## config.mk

```make
export PLATFORM = sky130hd
export DESIGN_NAME = psrmv_div
export DESIGN_NICKNAME = d
export VERILOG_FILES = /design/src/rtl/core/psrmv_pkg.sv /design/src/rtl/core/psrmv_div.sv
export SDC_FILE = /design/constraint.sdc
export NUM_CORES = 1
export LEC_CHECK = 0
export ABC_AREA = 1
export BUFFER_PORTS_ARGS = -buffer_cell sky130_fd_sc_hd__buf_4
export CAP_MARGIN = 40
export CORE_MARGIN = 4
export CORE_UTILIZATION = 38
export CTS_CLUSTER_DIAMETER = 40
export DETAILED_ROUTE_END_ITERATION = 7
export GPL_ROUTABILITY_DRIVEN = 1
export SLEW_MARGIN = 30
export SYNTH_ARGS = -nofsm -noshare
export SYNTH_HDL_FRONTEND = slang
export SYNTH_SLANG_ARGS = --single-unit
```

## constraint.sdc

```tcl
create_clock -name i_clk -period 7.5 [get_ports i_clk]
set_input_delay 0.75 -clock i_clk [delete_from_list [all_inputs] [get_ports i_clk]]
set_output_delay 0.75 -clock i_clk [all_outputs]
set_load 0.03 [all_outputs]
```

## src/rtl/core/psrmv_pkg.sv

```systemverilog
// Package: constants, types and state codes for the per-subcarrier mean/variance unit.
`default_nettype none
package psrmv_pkg;

    localparam int N_SUBCARRIERS = 56;
    localparam int SC_W          = 6;
    localparam int SC_IDX_W      = $clog2(N_SUBCARRIERS);
    localparam int AMP_W         = 8;
    localparam int FRAC_W        = 16;
    localparam int MEAN_W        = AMP_W + FRAC_W;
    localparam int M2_W          = 48;
    localparam int VAR_W         = 32;
    localparam int CNT_W         = 32;
    localparam int PROD_W        = 2 * MEAN_W;
    localparam int INC_W         = PROD_W - FRAC_W;
    localparam int DVD_W         = M2_W;
    localparam int DVS_W         = CNT_W;
    localparam int STEP_W        = 5;
    localparam int MEAN_STEPS    = MEAN_W / 2;
    localparam int VAR_STEPS     = DVD_W / 2;

    typedef enum logic [3:0] {
        S_IDLE,
        S_READ,
        S_MSTART,
        S_MWAIT,
        S_MUL,
        S_ACC,
        S_VSTART,
        S_VWAIT,
        S_OUT
    } t_state;

    typedef struct packed {
        logic               start;
        logic [STEP_W-1:0]  steps;
        logic [DVD_W-1:0]   dividend;
        logic [DVS_W-1:0]   divisor;
    } t_div_req;

    typedef struct packed {
        logic               done;
        logic [DVD_W-1:0]   quotient;
    } t_div_rsp;

endpackage
`default_nettype wire

```

## src/rtl/core/psrmv_div.sv

```systemverilog
// Restoring unsigned divider, two quotient bits per cycle.
`default_nettype none
module psrmv_div
    import psrmv_pkg::*;
(
    input  wire logic     i_clk,
    input  wire logic     i_rst_n,
    input  wire t_div_req i_req,
    output t_div_rsp      o_rsp
);

    logic              r_busy;
    logic              r_done;
    logic [STEP_W-1:0] r_cnt;
    logic [DVD_W-1:0]  r_dvd;
    logic [DVS_W-1:0]  r_dvs;
    logic [DVS_W-1:0]  r_rem;

    logic [DVS_W:0]    w_s1;
    logic [DVS_W:0]    w_s2;
    logic [DVS_W:0]    w_r1;
    logic [DVS_W:0]    w_r2;
    logic              w_ge1;
    logic              w_ge2;

    always_comb begin
        w_s1  = {r_rem, r_dvd[DVD_W-1]};
        w_ge1 = w_s1 >= {1'b0, r_dvs};
        w_r1  = w_ge1 ? (w_s1 - {1'b0, r_dvs}) : w_s1;
        w_s2  = {w_r1[DVS_W-1:0], r_dvd[DVD_W-2]};
        w_ge2 = w_s2 >= {1'b0, r_dvs};
        w_r2  = w_ge2 ? (w_s2 - {1'b0, r_dvs}) : w_s2;
    end

    always_ff @(posedge i_clk) begin
        if (!i_rst_n) begin
            r_busy <= 1'b0;
            r_done <= 1'b0;
            r_cnt  <= '0;
        end else begin
            r_done <= 1'b0;
            if (i_req.start) begin
                r_busy <= 1'b1;
                r_cnt  <= i_req.steps;
            end else if (r_busy) begin
                r_cnt <= r_cnt - 1'b1;
                if (r_cnt == STEP_W'(1)) begin
                    r_busy <= 1'b0;
                    r_done <= 1'b1;
                end
            end
        end
    end

    always_ff @(posedge i_clk) begin
        if (i_req.start) begin
            r_dvd <= i_req.dividend;
            r_dvs <= i_req.divisor;
            r_rem <= '0;
        end else if (r_busy) begin
            r_dvd <= {r_dvd[DVD_W-3:0], w_ge1, w_ge2};
            r_rem <= w_r2[DVS_W-1:0];
        end
    end

    assign o_rsp.done     = r_done;
    assign o_rsp.quotient = r_dvd;

endmodule
`default_nettype wire

```

* Yosys cells after proc, flatten, opt, wreduce, memory -nomap -nowiden *
Cells that the tools add are included.

storage, ports and cells
  bits in registers = 119

operators by class
  add/sub/neg operators = 3
  $lt $le $gt $ge = 2
  equal/unequal tests = 1
  mux-type cells = 10
  bitwise gates (word level) = 2
  reduce and logical (&&, ||, !) cells = 2

operators with widths
  operator                                                               number
  48-bit 2-to-1 mux                                                      2
  33-bit by 32-bit >= comparator with 1-bit output                       2
  32-bit 2-to-1 mux                                                      2
  32-bit subtractor                                                      2
  5-bit 2-to-1 mux                                                       2
  5-bit by 1-bit equality test with 1-bit output, second input constant  1
  5-bit by 1-bit subtractor with 5-bit output, second input constant     1
  1-bit 2-to-1 mux                                                       4
  3-bit OR reduction                                                     1
  1-bit NOT                                                              2
  2-bit nonzero test                                                     1

* Longest topological paths before layout *
Gate-level depths: netlist (run 1).

  word-level depth = 5
  mapped depth = 32

* Least setup slack after synthesis (run 1) *
No wires, ideal clock.

  path kind = register to register
  start = reg r_dvd[47]
  end = reg r_dvd[0] (data pin)
  library setup time = 0.271 ns
  arrival time = 3.455 ns
  data required time = 7.229 ns
  path slack = 3.774 ns
  cell stages (with the launch flop) = 26
  path buffers = 1
  cells stage by stage = edfxtp_1 -> inv_1 -> ha_1 -> inv_1 -> fa_1 -> nand2_1 -> nand3_1 -> and2_1 -> nand2_1 -> nand2_1 -> nand2_1 -> nand2_1 -> xnor2_1 -> nand2_1 -> o21ai_1 -> inv_1 -> ha_1 -> nand2_1 -> inv_1 -> a21oi_1 -> o21ai_0 -> a21oi_1 -> nand2_1 -> nand2_2 -> buf_2 -> a31oi_1

on the way
  word-level cells in the longest chain between the ends = 5
  elaborated cells on any way between the ends = 6

ends and longest elaborated chain
  what                                                                                   RTL line                          text
  start, declared                                                                        psrmv_div.sv:15                   logic [DVD_W-1:0] r_dvd;
  start signal, assigned                                                                 psrmv_div.sv:57                   r_dvd <= i_req.dividend;
  start signal, assigned                                                                 psrmv_div.sv:61                   r_dvd <= {r_dvd[DVD_W-3:0], w_ge1, w_ge2};
  32-bit subtractor or 33-bit by 32-bit >= comparator with 1-bit output (tied branches)  psrmv_div.sv:29, psrmv_div.sv:28
  32-bit 2-to-1 mux *                                                                    psrmv_div.sv:29                   w_r1 = w_ge1 ? (w_s1 - {1'b0, r_dvs}) : w_s1;
  33-bit by 32-bit >= comparator with 1-bit output *                                     psrmv_div.sv:31                   w_ge2 = w_s2 >= {1'b0, r_dvs};
  48-bit 2-to-1 mux *                                                                    psrmv_div.sv:60                   end else if (r_busy) begin
  48-bit 2-to-1 mux *                                                                    psrmv_div.sv:56                   if (i_req.start) begin

Every way passes the cells marked *; elsewhere a longest branch is shown, timed or not. The select of a mux whose other input is x is not followed.
A chain may end at the register's enable or synchronous reset.

* Worst setup path after layout (run 1) *
  start = reg r_dvs[8]
  end = reg r_rem[25]

on the way
  word-level cells in the longest chain between the ends = 4
  elaborated cells on any way between the ends = 6

ends and longest elaborated chain
  what                                                                                   RTL line                          text
  start, declared                                                                        psrmv_div.sv:16                   logic [DVS_W-1:0] r_dvs;
  start signal, assigned                                                                 psrmv_div.sv:58                   r_dvs <= i_req.divisor;
  32-bit subtractor or 33-bit by 32-bit >= comparator with 1-bit output (tied branches)  psrmv_div.sv:29, psrmv_div.sv:28
  32-bit 2-to-1 mux                                                                      psrmv_div.sv:29
  32-bit subtractor or 33-bit by 32-bit >= comparator with 1-bit output (tied branches)  psrmv_div.sv:32, psrmv_div.sv:31
  32-bit 2-to-1 mux *                                                                    psrmv_div.sv:32                   w_r2 = w_ge2 ? (w_s2 - {1'b0, r_dvs}) : w_s2;
  end signal, assigned                                                                   psrmv_div.sv:62                   r_rem <= w_r2[DVS_W-1:0];
  end, declared                                                                          psrmv_div.sv:17                   logic [DVS_W-1:0] r_rem;

Every way passes the cells marked *; elsewhere a longest branch is shown, timed or not.

==> results of run 1 <==
state kept, by name, indices dropped and copies added, names as in the netlist:
name and flops:
r_done 1, r_cnt 5, r_busy 1, r_rem 32, r_dvs 32, r_dvd 48
power groups by stage:
stage	Combinational, mW	Clock (mW)	Sequential, mW
after floorplan	0.196	0	0.845
after global placement	0.404	0	0.795
after detailed placement	0.405	0	0.793
after CTS	0.407	0.860	0.782
after global routing	0.445	0.890	0.787
final	0.405	0.846	0.782
layout by cell type (no fill, tap or decap), drive strengths merged, types with 4 or more instances in the layout:
cell type and count:
nand2 594, edfxtp 80, a21oi 56, xnor2 33, nor3 9, nor2 89
nand4 11, o21ai 51, nand3b 6, a21o 6, inv 228, nand3 119
nor4 4, dfxtp 39, buf 140, xor2 12, a31oi 10, o21bai 11
ha 66, clkbuf 17
how the worst min path moves through the flow:
| stage | to | slack (ns) | cells past startpoint |
|---|---|---|---|
| floorplan | r_rem[17] | 0.45 | 2 |
| finish | r_rem[29] | 0.48 | 2 |
| global placement | r_rem[21] | 0.46 | 2 |
| global route | r_dvs[27] | 0.47 | 1 |
| detailed placement | r_rem[29] | 0.47 | 2 |
| CTS | r_rem[29] | 0.48 | 2 |
layout make-up:
type / instances / area (µm²) / area share (%)
Multi-Input combinational cell: 1092 / 5550 / 47.8
Sequential cell: 119 / 3180 / 27.4
Timing Repair Buffer: 140 / 1050 / 9.06
Inverter: 219 / 825 / 7.10
Clock buffer: 17 / 425 / 3.67
Tap cell: 330 / 413 / 3.56
Clock inverter: 15 / 156 / 1.35
synthesized netlist by cell type, types with 3 or more instances:
cell type	instances
sky130_fd_sc_hd__nand4_1	11
sky130_fd_sc_hd__a21oi_2	3
sky130_fd_sc_hd__nand3b_1	6
sky130_fd_sc_hd__buf_4	4
sky130_fd_sc_hd__o21ai_1	10
sky130_fd_sc_hd__nand2_2	5
sky130_fd_sc_hd__nor2_1	82
sky130_fd_sc_hd__nor4_1	3
sky130_fd_sc_hd__edfxtp_1	80
sky130_fd_sc_hd__nor2_2	4
sky130_fd_sc_hd__nand2_1	587
sky130_fd_sc_hd__xor2_1	12
sky130_fd_sc_hd__buf_2	6
sky130_fd_sc_hd__clkbuf_1	18
sky130_fd_sc_hd__dfxtp_1	39
sky130_fd_sc_hd__nor3_1	8
sky130_fd_sc_hd__a31oi_1	10
sky130_fd_sc_hd__ha_1	66
sky130_fd_sc_hd__nand3_2	3
sky130_fd_sc_hd__inv_2	8
sky130_fd_sc_hd__a21o_1	6
sky130_fd_sc_hd__inv_1	211
sky130_fd_sc_hd__o21ai_0	41
sky130_fd_sc_hd__o21bai_1	11
sky130_fd_sc_hd__o211ai_1	3
sky130_fd_sc_hd__xnor2_1	33
sky130_fd_sc_hd__and2_1	3
sky130_fd_sc_hd__nand3_1	115
sky130_fd_sc_hd__a21oi_1	53
sky130_fd_sc_hd__buf_6	6
kinds of logic (layout without fill, tap and decap cells):
kind of cell,count (synthesis),in the layout
buffers and inverters,253,391
adders and majority gates,68,68
and+or+nand+nor,836,836
xor gates and xnor gates,45,45
DFF,119,119
AOI/OAI and AO/OA,143,143
per-stage QoR:
step                cell area (µm²)  cells  setup slack [ns]  power [mW]
floorplan                      9750   1464              3.77        1.04
global placement              11000   1900              2.14        1.20
detailed placement            11000   1900              2.10        1.20
CTS                           11600   1932              2.04        2.05
global route                  11600   1932              1.61        2.12
finish                        11600   1932              1.96        2.03
routing by layer:
metal	GRT usage, %	vias up	routed length (µm)	part of all wire [%]
met5	0	-	0	0
met4	5.86	0	794	2.5
met3	5.38	49	2470	7.9
met2	34.2	365	13500	43
met1	29.9	4304	14500	46
li1	-	4904	-	-
worst max-delay path: stages (launching register included):
cell and delay, ns:
sky130_fd_sc_hd__edfxtp_1 0.38, sky130_fd_sc_hd__inv_1 0.16, sky130_fd_sc_hd__ha_1 0.31, sky130_fd_sc_hd__nand2_1 0.15, sky130_fd_sc_hd__inv_2 0.07, sky130_fd_sc_hd__a21oi_2 0.20
sky130_fd_sc_hd__nand3_1 0.19, sky130_fd_sc_hd__nand2_1 0.20, sky130_fd_sc_hd__nand3_2 0.14, sky130_fd_sc_hd__nand2_2 0.13, sky130_fd_sc_hd__nand2_4 0.29, sky130_fd_sc_hd__o21ai_0 0.45
sky130_fd_sc_hd__inv_1 0.08, sky130_fd_sc_hd__ha_1 0.33, sky130_fd_sc_hd__inv_1 0.09, sky130_fd_sc_hd__o21ai_0 0.12, sky130_fd_sc_hd__a31oi_1 0.30, sky130_fd_sc_hd__o21ai_0 0.15
sky130_fd_sc_hd__a21oi_1 0.16, sky130_fd_sc_hd__nand2_1 0.11, sky130_fd_sc_hd__nand2_2 0.58, sky130_fd_sc_hd__nand3_4 0.49, sky130_fd_sc_hd__nand2_1 0.22, sky130_fd_sc_hd__nand3_1 0.09
sky130_fd_sc_hd__nand2_1 0.07
==> out/metrics.cfg, run 1 <==
[sta]
final_max_slew_viol_count=0
timing.clock.skew_ns=0.0116
max-slew-margin-rel_pct=46.9
worst_slew_pin_slew_ns=0.797
finalWorstPathRequiredPeriod_ns=5.54
rsz0062_at_grt=false
final_hold_vios=0
hold_slack_ns=0.479
timing.final.crit_share_pct=73.9
finalSetupViolations=0
fmax_mhz=181
final.setup.tns_ns=0

[clock_network]
clock_tree_from_tritoncts=done
cts-resized-gates=0
numClockSinks=119
htree_levels=4
cts_root_buffer=sky130_fd_sc_hd__clkbuf_16
clockBufferDepth=2
clock_insertion_delay_worst_skew_ns=0.43
cts-hold-fix-buffers=0
post_cts.repair.setup_buffers=0
cts.reportedPaths.clkPinSlew_ns=0.07
cts_made_buffers=17

[yosys]
synth.top_cells.by_area=sky130_fd_sc_hd__edfxtp_1 (25%), sky130_fd_sc_hd__nand2_1 (23%), sky130_fd_sc_hd__ha_1 (8.5%)
synth_compound_gate_area_share_pct=8.33
yosys_warnings=0
synth_simple_gate_area_share_pct=35.7
yosysTopAreaCell=sky130_fd_sc_hd__edfxtp_1
mappedNetlistNets=1620
ys_types=42
synth_fa_ha_area_share_pct=8.88
async_reset_ff_share_pct=0
synthMuxAreaShare_pct=0
synth_top_family_by_area=simple AND/OR/NAND/NOR gates
number_of_synthesized_flops_with_an_enable_pin=80
part_of_the_yosys_area_used_for_sequential_elements_pct=32.7
syn_inst=1464
postSynthAreaPerCell_um2=6.66
mappedNetlistArea_um2=9750
yosys_most_used_dff=sky130_fd_sc_hd__edfxtp_1
synth.ff_latch_count=119
synth_xor_area_share_pct=4.04
post-synth-top-area-fraction_pct=24.6

[global_routing]
grt_antenna_before_repair=0
largest_net_degree_at_the_start_of_global_routing=66
global_route_wire_length_before_repair_um=49100
via_count_of_the_first_global_routing_pass=9434
global_route.overflow_total=0
global_route_total_usage_across_every_layer_pct=21.7

[critical_path]
timing.critical_path.arrival_ns=5.91
worst_r2r_endpoint=r_rem[25]
critical_path.max_fanout=54
r2r_slack_ns=1.96
endpoint=r_rem[25]
worstSetupStartpointType=register
setup.worst_path.class=reg -> reg
worst_setup_path_startpoint=r_dvs[8]
timing.rr.start=r_dvs[8]
r2r.worst_path.cells=24
worst-endpoint-required_ns=7.87
type_of_element_capturing_the_critical_path=register

[power]
sw_frac_of_total_pct=32.6
p_per_area_nw_per_um2=175
power.clock.fraction_pct=41.6
cell_internal_pwr_mw=1.37
leakagePower_nw=6.34
vdd_ir_drop_max_uv=119
power.combinational.fraction_pct=19.9
seq_power_share_pct=38.4
p_sw_mw=0.664

[route]
antenna_violating_nets_post_route=0
dr.first_iter.drc_count=624
post-route-drc-count=0
overall_routed_net_length_um=31200
drt_pre_antenna_iters=7
routed_via_density=4.98
drt-wirelength-per-cell_um=16.1
routed_vias=9622

[floorplanning]
initial_core_util_pct=38.7
num_io_pins=137
fp.dieH_um=168
num_rows=58
dieArea_um2=28300
design.core.area_um2=25200
dieWidth_um=168

[hold_path]
hp-class=reg -> reg
timing.hold.worst.start=r_rem[29]

[final_layout]
nFillCells=2685
final_core_utilization_pct=46.1
final_layout_net_count=1745
layout-drive-gt1-share_pct=13.0
n_antenna_cell=0
area_delta_synth_final_pct=19.1

[flow_run]
cap_violations=0

[status]
outcome=finished, final reports clean

[placed_design]
dpl.hpwl_um=24400
portBuffers=136
gpl.final_weighted_congestion=0.996

No activity file was read; power rests on OpenSTA's default activity.
==> run 2, diff against run 1 <==
--- a/config.mk
+++ b/config.mk
@@ -5,7 +5,7 @@
 export SDC_FILE = /design/constraint.sdc
 export NUM_CORES = 1
 export LEC_CHECK = 0
-export ABC_AREA = 1
+export ABC_AREA = 0
 export BUFFER_PORTS_ARGS = -buffer_cell sky130_fd_sc_hd__buf_4
 export CAP_MARGIN = 40
 export CORE_MARGIN = 4
==> constraint.sdc (replaced) <==
create_clock -name i_clk -period 5.07 [get_ports i_clk]
set_input_delay 0.507 -clock i_clk [delete_from_list [all_inputs] [get_ports i_clk]]
set_output_delay 0.507 -clock i_clk [all_outputs]
set_load 0.03 [all_outputs]
==> run 2 against run 1 <==
  * Via count shrank 22%
  * Final area grew 4.1%
  * Critical path depth is the same
  * First-iteration DRC count shrank 39%
  * Largest cell class unchanged
  * Total power grew to 2.7 times the previous value
  * Combinational power grew to 7.3 times the previous value
  * Clock power grew 45%
  * Non-clock buffer count grew 177
  * Critical path type unchanged
  * Register-to-register slack lost 1.9 ns
  * Routed wire length shrank 21%
  * Cell count shrank 25%
  * Clock skew grew 0.0046 ns
==> out/metrics.cfg, run 2 <==
[critical_path]
critical_path.max_fanout=9
setup.worst_path.class=reg -> reg
type_of_element_capturing_the_critical_path=register
worst-endpoint-required_ns=5.41
r2r_slack_ns=0.07
worstSetupStartpointType=register
timing.critical_path.arrival_ns=5.34

[clock_network]
cts_made_buffers=17
cts-hold-fix-buffers=0
cts_root_buffer=sky130_fd_sc_hd__clkbuf_16
clock_insertion_delay_worst_skew_ns=0.43
numClockSinks=119
cts.reportedPaths.clkPinSlew_ns=0.07
clock_tree_from_tritoncts=done
htree_levels=4
clockBufferDepth=2

[placed_design]
dp_worst_setup_slack_ns=-0.0887
portBuffers=136
dpl.hpwl_um=17800
place_inst=1406
gpl.final_weighted_congestion=0.845

[sta]
final_max_slew_viol_count=0
finalWorstSetupSlack_ns=0.0696
rsz0062_at_grt=true
hold_slack_ns=0.244
finalSetupViolations=0
final_hold_vios=0
timing.clock.skew_ns=0.0162
finalWorstPathRequiredPeriod_ns=5.00
fmax_mhz=200
max-slew-margin-rel_pct=41.9
worst_slew_pin_slew_ns=0.871
timing.final.crit_share_pct=98.6

[yosys]
synth.top_cells.by_area=sky130_fd_sc_hd__edfxtp_1 (28%), sky130_fd_sc_hd__ha_1 (9.8%), sky130_fd_sc_hd__dfxtp_1 (9.2%)
post-synth-top-area-fraction_pct=28.4
post_synth_most_frequent_cells=sky130_fd_sc_hd__edfxtp_1 (80), sky130_fd_sc_hd__ha_1 (66), sky130_fd_sc_hd__nor2_1 (64)
async_reset_ff_share_pct=0
yosys_warnings=0
part_of_the_yosys_area_used_for_sequential_elements_pct=37.7
synth_most_common_cell=sky130_fd_sc_hd__edfxtp_1
postSynthAreaPerCell_um2=9.82
mappedNetlistNets=1017
yosys_most_used_dff=sky130_fd_sc_hd__edfxtp_1
yosysTopAreaCell=sky130_fd_sc_hd__edfxtp_1
synth.ff_latch_count=119
ys_types=75
mappedNetlistArea_um2=8450
syn_inst=861
number_of_synthesized_flops_with_an_enable_pin=80

[power]
power.clock.fraction_pct=22.8
p_per_area_nw_per_um2=448
seq_power_share_pct=22.9
power.combinational.fraction_pct=54.3
leakagePower_nw=5.44
sw_frac_of_total_pct=38.5
vdd_ir_drop_max_uv=223
cell_internal_pwr_mw=3.33
p_sw_mw=2.08

[floorplanning]
fp.dieH_um=157
num_rows=54
design.core.area_um2=21800
num_io_pins=137
dieWidth_um=157
dieArea_um2=24700
initial_core_util_pct=38.7

[global_routing]
largest_net_degree_at_the_start_of_global_routing=63
global_route.overflow_total=0
grt_antenna_before_repair=0
global_route_total_usage_across_every_layer_pct=19.2
via_count_of_the_first_global_routing_pass=7351
global_route_wire_length_before_repair_um=37600

[final_layout]
most_common_library_cell_in_the_layout_ignoring_fill_and_taps=sky130_fd_sc_hd__buf_4
area_delta_synth_final_pct=42.9
largestRegisters=r_dvd (48), r_dvs (32), r_rem (32)
nFillCells=1970
layout_common_cells=sky130_fd_sc_hd__buf_4 (310), sky130_fd_sc_hd__edfxtp_1 (80), sky130_fd_sc_hd__nor2_1 (61)
regMostFlops=r_dvd
final_layout_net_count=1317
largest_register_ff_count=48
register_area_um2=3180
n_antenna_cell=0
multi_input_comb_area_um2=5330
layoutNonFillerInstCount=1454
layout-drive-gt1-share_pct=41.2

[route]
routed_vias=7549
post-route-drc-count=0
drt-wirelength-per-cell_um=16.9
drt_pre_antenna_iters=5
routed_via_density=5.19
overall_routed_net_length_um=24600
antenna_violating_nets_post_route=0
dr.first_iter.drc_count=380

[hold_path]
hp-class=in -> reg

[status]
outcome=finished, final reports clean

[flow_run]
cap_violations=0

## run 2: changes by cell type after synthesis, sizes merged, moves of 8 or more
cell,previous run,this run
nand2b,0,8
nand2,594,54
mux2i,0,29
nand3,119,17
mux2,0,59
nor3,9,17
o21a,2,11
nor2,89,64
a21o,6,22
a211oi,0,25
inv,219,50
## run 2: final timing paths
check / end / cells after the start / start
setup / recovery: r_rem[0] / 24 / r_dvs[30]
hold reg to reg: r_rem[11] / 2 / r_rem[11]
setup reg to reg: r_rem[0] / 24 / r_dvs[30]
hold / removal: r_dvs[0] / 1 / i_req[0]
## run 2: cell families after synthesis
family,share of synthesized area [%]
mux,11.3
compound gates,18.7
xor+xnor,5.91
flops,37.7
buf+inv,4.31
simple gates,11.9
fa+ha+maj,10.2
## run 2: critical path, stage by stage, from the launching register on
cell	delay [ns]
sky130_fd_sc_hd__edfxtp_1	0.36
sky130_fd_sc_hd__inv_1	0.09
sky130_fd_sc_hd__ha_1	0.25
sky130_fd_sc_hd__a21o_1	0.20
sky130_fd_sc_hd__a211o_1	0.30
sky130_fd_sc_hd__a31oi_2	0.19
sky130_fd_sc_hd__nand3_1	0.10
sky130_fd_sc_hd__a41o_1	0.26
sky130_fd_sc_hd__and2_4	0.20
sky130_fd_sc_hd__buf_12	0.15
sky130_fd_sc_hd__buf_4	0.14
sky130_fd_sc_hd__a21oi_4	0.18
sky130_fd_sc_hd__ha_1	0.27
sky130_fd_sc_hd__nor2b_1	0.15
sky130_fd_sc_hd__o31a_1	0.30
sky130_fd_sc_hd__o21ai_4	0.21
sky130_fd_sc_hd__o211ai_4	0.11
sky130_fd_sc_hd__a211oi_4	0.26
sky130_fd_sc_hd__o31a_2	0.18
sky130_fd_sc_hd__o211ai_2	0.11
sky130_fd_sc_hd__a21oi_4	0.18
sky130_fd_sc_hd__buf_4	0.14
sky130_fd_sc_hd__buf_6	0.08
sky130_fd_sc_hd__mux2_4	0.29
sky130_fd_sc_hd__a211oi_2	0.20
## run 2: power by group through the flow
stage               logic, mW  registers, mW  clock network, mW
floorplan                1.56           1.33                  0
global placement         2.57           1.25                  0
detailed placement       2.59           1.25                  0
CTS                      2.65           1.24               1.25
global route             3.18           1.26               1.30
finish                   2.94           1.24               1.23
## run 2: final cells by class
class,count,area share (%)
inverters,50,1.57
well taps,280,2.90
multi-input cells,656,44.1
repair buffers,317,20.3
clock inverters,15,1.27
clock buffers,17,3.52
flip-flops and latches,119,26.4
## run 2: repair_timing
item / 4_1_cts / 5_1_grt
setup buffers: 5 / 10
cloned: 0 / 2
setup endpoints to repair: 33 / 33
resized for setup: 17 / 72
pin swaps: 13 / 31
endpoints found under the hold margin: 0 / 0
## run 2: stage by stage
step,TNS (ns),util (%),cell area [µm²],power [mW]
CTS,-0.00974,53.3,11600,5.14
finish,0,55.3,12100,5.41
global route,-3.45,55.3,12100,5.74
global placement,-0.742,50.1,10900,3.83
detailed placement,-1.32,50.1,10900,3.84
floorplan,0,-,8470,2.89
## run 2: routing by layer
metal | GRT usage [%] | up-vias | wire, µm
met5 | 0 | - | 0
met3 | 3.41 | 38 | 808
li1 | - | 3783 | -
met4 | 5.98 | 0 | 563
met1 | 25.8 | 3581 | 11400
met2 | 31.8 | 147 | 11800
